$ cat src/design/sle_pkg.sv
// Package with the shared types and constants of the sorted list engine.
package sle_pkg;

	// Number of entries in the sorted table.
	localparam int DEPTH = 16;
	// Width of the internal entry counter.
	localparam int CNT_W = $clog2(DEPTH + 1);
	// Width of the entry count field in a result transaction.
	localparam int COUNT_FIELD_W = 5;
	localparam int WORD_W = 32;

	typedef logic signed [WORD_W-1:0] word_t;
	typedef logic [CNT_W-1:0] cnt_t;

	typedef enum logic [1:0] {
		CMD_INSERT = 2'd0,
		CMD_SEARCH = 2'd1,
		CMD_DELETE = 2'd2,
		CMD_POP    = 2'd3
	} cmd_e;

	typedef enum logic [1:0] {
		ST_OK        = 2'd0,
		ST_NOT_FOUND = 2'd1,
		ST_FULL      = 2'd2,
		ST_EMPTY     = 2'd3
	} status_e;

	// One command transaction.
	typedef struct packed {
		cmd_e  command;
		word_t value;
	} request_t;

	// One result transaction.
	typedef struct packed {
		status_e                  status;
		word_t                    popped_value;
		logic [COUNT_FIELD_W-1:0] entry_count;
	} result_t;

	// Commands from the controller to the datapath.
	typedef struct packed {
		logic    latch;
		logic    ins;
		logic    del;
		logic    pop;
		logic    post;
		status_e status;
	} ctl_t;

	// Status from the datapath to the controller.
	typedef struct packed {
		cmd_e cmd;
		logic full;
		logic empty;
		logic found;
	} flags_t;

endpackage

$ cat src/design/sle_datapath.sv
// Datapath of the sorted list engine: the entry row, parallel compare and shift.
module sle_datapath import sle_pkg::*; (
	input  logic     clk,
	input  logic     arst_n,
	input  request_t request,
	input  ctl_t     ctl,
	output flags_t   flags,
	output result_t  result
);

	cmd_e  cmd_q;
	word_t value_q;
	word_t cell_q [DEPTH];
	cnt_t  count_q;
	result_t result_q;

	logic [DEPTH-1:0] lt;
	logic [DEPTH-1:0] eq;
	word_t ins_val [DEPTH];
	word_t nxt_val [DEPTH];
	cnt_t  count_next;

	// Compare every valid entry against the operand in parallel.
	// The table is ascending, so the less-than vector is a prefix and the
	// first entry that is not less marks the insert or delete position.
	for (genvar i = 0; i < DEPTH; i++) begin : g_cell
		logic valid;
		assign valid = (cnt_t'(i) < count_q);
		assign lt[i] = valid && (cell_q[i] < value_q);
		assign eq[i] = valid && (cell_q[i] == value_q);

		if (i == 0) begin : g_head
			assign ins_val[i] = lt[i] ? cell_q[i] : value_q;
		end else begin : g_body
			assign ins_val[i] = lt[i] ? cell_q[i] : (lt[i-1] ? value_q : cell_q[i-1]);
		end

		if (i == DEPTH - 1) begin : g_tail
			assign nxt_val[i] = cell_q[i];
		end else begin : g_inner
			assign nxt_val[i] = cell_q[i+1];
		end

		// Entry registers hold no reset value; entries past the count never affect a result.
		always_ff @(posedge clk) begin
			if (ctl.ins) begin
				cell_q[i] <= ins_val[i];
			end else if (ctl.pop || (ctl.del && !lt[i])) begin
				cell_q[i] <= nxt_val[i];
			end
		end
	end

	assign flags.cmd   = cmd_q;
	assign flags.full  = (count_q == cnt_t'(DEPTH));
	assign flags.empty = (count_q == '0);
	assign flags.found = |eq;

	// Entry count after the command.
	always_comb begin
		count_next = count_q;
		if (ctl.ins) begin
			count_next = count_q + cnt_t'(1);
		end else if (ctl.del || ctl.pop) begin
			count_next = count_q - cnt_t'(1);
		end
	end

	// Latch the accepted command transaction.
	always_ff @(posedge clk) begin
		if (ctl.latch) begin
			cmd_q   <= request.command;
			value_q <= request.value;
		end
	end

	// Entry counter.
	always_ff @(posedge clk or negedge arst_n) begin
		if (!arst_n) begin
			count_q <= '0;
		end else begin
			count_q <= count_next;
		end
	end

	// Result register, loaded on the controller's post strobe and held until the next one.
	always_ff @(posedge clk) begin
		if (ctl.post) begin
			result_q.status       <= ctl.status;
			result_q.popped_value <= ctl.pop ? cell_q[0] : '0;
			result_q.entry_count  <= COUNT_FIELD_W'(count_next);
		end
	end

	assign result = result_q;

endmodule

$ cat src/design/sle_ctrl.sv
// Controller of the sorted list engine: accept and execute sequencing.
module sle_ctrl import sle_pkg::*; (
	input  logic   clk,
	input  logic   arst_n,
	input  logic   start,
	input  flags_t flags,
	output ctl_t   ctl,
	output logic   busy,
	output logic   done
);

	typedef enum logic {
		S_IDLE,
		S_EXEC
	} state_e;

	state_e state_q;
	logic   done_q;

	// Decode the latched command against the table flags.
	always_comb begin
		ctl = '0;
		ctl.status = ST_OK;
		ctl.latch = (state_q == S_IDLE) && start;
		if (state_q == S_EXEC) begin
			ctl.post = 1'b1;
			unique case (flags.cmd)
				CMD_INSERT: begin
					if (flags.full) begin
						ctl.status = ST_FULL;
					end else begin
						ctl.ins = 1'b1;
					end
				end
				CMD_SEARCH: begin
					ctl.status = flags.found ? ST_OK : ST_NOT_FOUND;
				end
				CMD_DELETE: begin
					if (flags.found) begin
						ctl.del = 1'b1;
					end else begin
						ctl.status = ST_NOT_FOUND;
					end
				end
				CMD_POP: begin
					if (flags.empty) begin
						ctl.status = ST_EMPTY;
					end else begin
						ctl.pop = 1'b1;
					end
				end
				default: begin
					ctl.status = ST_OK;
				end
			endcase
		end
	end

	// State and result strobe.
	always_ff @(posedge clk or negedge arst_n) begin
		if (!arst_n) begin
			state_q <= S_IDLE;
			done_q  <= 1'b0;
		end else begin
			done_q <= (state_q == S_EXEC);
			unique case (state_q)
				S_IDLE: begin
					if (start) begin
						state_q <= S_EXEC;
					end
				end
				S_EXEC: begin
					state_q <= S_IDLE;
				end
				default: begin
					state_q <= S_IDLE;
				end
			endcase
		end
	end

	assign busy = (state_q == S_EXEC);
	assign done = done_q;

endmodule

$ cat src/design/sorted_list_engine_core.sv
// Sorted list engine: a table of signed 32-bit values kept in ascending order.
//
// A command transaction is taken when start is high and busy is low. The next
// cycle is the execute cycle, with busy high: all DEPTH entries are compared
// with the operand at once and the row shifts by one place to insert or remove.
// The result is registered from the execute cycle and put on result with done
// high for exactly one cycle; a new command may be started while its result is
// shown. The receiver cannot stall. The table needs no clearing after reset.
module sorted_list_engine_core import sle_pkg::*; (
	input  logic     clk,
	input  logic     arst_n,
	input  logic     start,
	input  request_t request,
	output logic     busy,
	output logic     done,
	output result_t  result
);

	ctl_t   ctl;
	flags_t flags;

	// Command sequencing.
	sle_ctrl u_ctrl (
		.clk    (clk),
		.arst_n (arst_n),
		.start  (start),
		.flags  (flags),
		.ctl    (ctl),
		.busy   (busy),
		.done   (done)
	);

	// Entry row and result register.
	sle_datapath u_datapath (
		.clk     (clk),
		.arst_n  (arst_n),
		.request (request),
		.ctl     (ctl),
		.flags   (flags),
		.result  (result)
	);

endmodule

$ cat config.mk
export PLATFORM = sky130hd
export DESIGN_NAME = sorted_list_engine_core
export DESIGN_NICKNAME = d
export VERILOG_FILES = /design/src/design/sle_pkg.sv /design/src/design/sle_datapath.sv /design/src/design/sle_ctrl.sv /design/src/design/sorted_list_engine_core.sv
export SDC_FILE = /design/constraint.sdc
export NUM_CORES = 2
export LEC_CHECK = 0
export BUFFER_PORTS_ARGS = -buffer_cell sky130_fd_sc_hd__buf_2
export CAP_MARGIN = 30
export CORE_MARGIN = 10
export CORE_UTILIZATION = 60
export CTS_CLUSTER_SIZE = 30
export DETAILED_ROUTE_END_ITERATION = 10
export PLACE_DENSITY = 0.77
export SYNTH_ARGS = -nofsm -noshare
export SYNTH_HDL_FRONTEND = slang
export SYNTH_SLANG_ARGS = --single-unit
$ cat constraint.sdc
create_clock -name clk -period 11.9 [get_ports clk]
set_input_delay 1.785 -clock clk [delete_from_list [all_inputs] [get_ports clk]]
set_output_delay 1.785 -clock clk [all_outputs]
set_load 0.01 [all_outputs]
==> results.sh <==
export IMPL_outcome="finished clean"
export IMPL_grt_pass1_wl_um=193000
export IMPL_worst_path_buf_inv=4
export IMPL_rsz0062_at_grt="false"
export IMPL_critPathMaxFanout=59
export IMPL_cp_common_cell="nand4_1"
export IMPL_syn_nets=4264
export IMPL_ir_drop_uv=90.9
export IMPL_regToRegEndpoint="u_datapath.cell_q[3][5]$_DFFE_PP_"
export IMPL_max_freq_ghz=0.150
export IMPL_cts_hold_buf=0
export IMPL_clockBufferDepth=3
export IMPL_maxCapViolCount=0
export IMPL_mostFrequentLayoutCell="edfxtp_1"
export IMPL_gr_total_overflow=0
export IMPL_cp_end_kind="register"
export IMPL_antenna_found_initial=1
export IMPL_finalSetupViolCount=0
export IMPL_firstDrtPassIters=5
export IMPL_tightestPinTransition_ns=1.06
export IMPL_cp_slowest_cell="edfxtp_1"
export IMPL_hold_violations=0
export IMPL_startpoint_type="register"
export IMPL_drt_total_wl_um=124000
export IMPL_drv_slew=0
export IMPL_synth_area_leaders="edfxtp_1 40%, ha_1 15%, mux2_2 14%, mux2_4 3.5%, a21oi_1 3.0%"
export IMPL_synth_distinct_cells=82
export IMPL_crit_type="reg -> reg"
export IMPL_nets=4255
export IMPL_slowest_delay_ns=0.79
export IMPL_synth_top_area_cell="edfxtp_1"
export IMPL_viasPerCell=6.96
export IMPL_place_congestion=0.930
export IMPL_drive_above_1_share=0.254
export IMPL_placed_area_um2=45500
export IMPL_min_to="u_datapath.cell_q[14][13]$_DFFE_PP_"
export IMPL_hpwlAfterDp_um=91200
export IMPL_period_needed_ns=6.65
export IMPL_hp_class="reg -> reg"
export IMPL_syn_inst=3707
export IMPL_grt_max_degree=82
export IMPL_reg2reg_depth=13
export IMPL_area_delta_synth_final_pct=8.27
export IMPL_clk_insertion_delay_late_ns=0.63
export IMPL_slew_headroom=0.294
export IMPL_grt_usage=0.283
export IMPL_cts_root_buf="clkbuf_16"
export IMPL_drcViolationCount=0
export IMPL_fin_worst_skew_ns=0.0249
export IMPL_postLayoutCellArea_um2=47800
export IMPL_die_area_um2=84800
export IMPL_rrSetupSlack_ns=5.25
export IMPL_htree_levels=3
export IMPL_r2r_start="u_datapath.value_q[27]$_DFFE_PP_"
export IMPL_power_density_nw_per_um2=169
export IMPL_yosysWarnings=0
export IMPL_cts_sinks=592
export IMPL_cts_buffers=69
export IMPL_synth_edf_count=585
export IMPL_design_portCount=78
export IMPL_ys_seq_area_frac=0.402
export IMPL_synthArstFlopShare=0.0118
export IMPL_crit_chain="inv_1 > ha_1 > nand4_1 > nor4_1 > nand4_1 > nand4_1 > o41ai_2 > a21oi_4 > buf_4 > a21bo_2 > buf_16 > o21ai_2 > buf_4"
export IMPL_tns_ns=0
export IMPL_hold_depth=1
export IMPL_path_clk_slew_ns=0.06
export IMPL_finalCritPeriodShare=0.559
export IMPL_syn_avg_cell_area_um2=11.9
export IMPL_wl_per_cell_um=26.4
export IMPL_die_h_um=291
export IMPL_tritoncts="done"
export IMPL_vias=32800
export IMPL_synth_seq_cells=592
export IMPL_antenna_cells=0
export IMPL_ant_nets=0
export IMPL_layout_common_cells="585 x edfxtp_1, 537 x mux2_2, 520 x ha_1"
export IMPL_initial_core_util=0.605
export IMPL_syn_area_um2=44100
export IMPL_cts_setup_buffers=0
export IMPL_hold_slack_ns=0.591
export IMPL_ys_flop_type="edfxtp_1"
export IMPL_hp_start="u_datapath.cell_q[15][13]$_DFFE_PP_"
export IMPL_cts_repair_resized=0
export IMPL_cp_top_family="buffers and inverters"
export IMPL_first_global_vias=32600
export IMPL_port_buffers=77
export IMPL_dp_cells=4586
export IMPL_placementRows=99
export IMPL_power_leakage_nw=18.8
export IMPL_arrival_ns=6.95
export IMPL_coreArea_um2=73000
export IMPL_die_w_um=291
export IMPL_drtIter0Drc=3618
export IMPL_fin_cells=4710
export IMPL_synth_top_area_frac=0.398
export IMPL_cp_required_ns=12.20
-- worst max path at each step --
stage | from | end | slack (ns) | depth (start not counted)
finish | u_datapath.value_q[27]$_DFFE_PP_ | u_datapath.cell_q[3][5]$_DFFE_PP_ | 5.25 | 13
global route | u_datapath.value_q[27]$_DFFE_PP_ | u_datapath.cell_q[3][11]$_DFFE_PP_ | 5.08 | 13
CTS | u_datapath.value_q[11]$_DFFE_PP_ | u_datapath.cell_q[3][11]$_DFFE_PP_ | 5.47 | 13
detailed placement | u_datapath.value_q[11]$_DFFE_PP_ | u_datapath.cell_q[3][11]$_DFFE_PP_ | 5.51 | 13
global placement | u_datapath.value_q[31]$_DFFE_PP_ | u_datapath.cell_q[3][10]$_DFFE_PP_ | 5.53 | 14
floorplan | u_datapath.value_q[9]$_DFFE_PP_ | u_datapath.cell_q[3][0]$_DFFE_PP_ | 6.06 | 12
-- area by class of cell --
type	count	area, um^2
fill	5428	25200
multi-input combinational	2777	25000
sequential	592	17700
clock buffer	82	1840
timing repair buffer	158	1260
tap	959	1200
clock inverter	42	397
inverter	100	375
-- state kept, by name, indices dropped and copies added, names as in the netlist --
name,flops
u_datapath.result,39
u_datapath.cmd_q,2
u_datapath.cell_q,512
u_datapath.value_q,32
u_datapath.count_q,5
u_ctrl.busy,1
u_ctrl.done,1
-- power breakdown --
group | total (mW) | internal, mW | switching (mW) | leakage, nW
Clock | 2.18 | 1.26 | 0.919 | 1.09
Sequential | 3.00 | 2.74 | 0.262 | 5.48
Combinational | 2.92 | 1.37 | 1.54 | 12.2
-- stage by stage --
stage / total power, mW / worst slack, ns / util
2_1_floorplan: 5.13 / 6.06 / -
3_3_place_gp: 5.74 / 5.53 / 0.619
3_5_place_dp: 5.87 / 5.51 / 0.624
4_1_cts: 8.04 / 5.47 / 0.655
5_1_grt: 8.44 / 5.08 / 0.655
6_report: 8.09 / 5.25 / 0.655
-- cells in the mapped netlist (14+ instances only) --
| cell | count |
|---|---|
| o21a_1 | 46 |
| o21ai_0 | 173 |
| mux2_2 | 537 |
| and2_1 | 34 |
| a21o_1 | 49 |
| nand3_1 | 43 |
| o31ai_1 | 49 |
| ha_1 | 520 |
| o211ai_1 | 58 |
| mux2_4 | 104 |
| nand2_1 | 113 |
| mux2_1 | 63 |
| or4_1 | 21 |
| buf_4 | 21 |
| buf_1 | 14 |
| buf_6 | 26 |
| nand4_1 | 117 |
| nor3_1 | 34 |
| nor2b_1 | 24 |
| inv_1 | 100 |
| nor4_1 | 40 |
| o22ai_1 | 45 |
| buf_2 | 45 |
| mux2i_1 | 116 |
| o22a_1 | 45 |
| clkbuf_1 | 132 |
| or3_1 | 14 |
| o211a_1 | 14 |
| a21oi_1 | 263 |
| edfxtp_1 | 585 |
| nor2_1 | 70 |
| o21bai_1 | 25 |
-- routing by layer --
metal,wire length (um),global-route usage,part of all wire
met5,13,0,0.00010
met4,4140,0.102,0.033
met3,9730,0.0407,0.078
met2,58600,0.461,0.47
met1,51800,0.379,0.42
-- worst reg2reg max path: stages (launching register included) --
cell and delay (ns):
edfxtp_1 0.79, inv_1 0.64, ha_1 0.55, nand4_1 0.15, nor4_1 0.58, nand4_1 0.42, nand4_1 0.26, o41ai_2 0.13
a21oi_4 0.50, buf_4 0.70, a21bo_2 0.56, buf_16 0.27, o21ai_2 0.38, buf_4 0.39
-- cells by family after synthesis --
group,after synthesis,share of synthesized area
DFF,592,0.402
adders and majority gates,520,0.147
AOI/OAI and AO/OA,868,0.128
muxes,822,0.216
xor gates and xnor gates,4,0.000794
buffers and inverters,338,0.0362
and+or+nand+nor,563,0.0698
No activity file was read; power rests on OpenSTA's default activity.
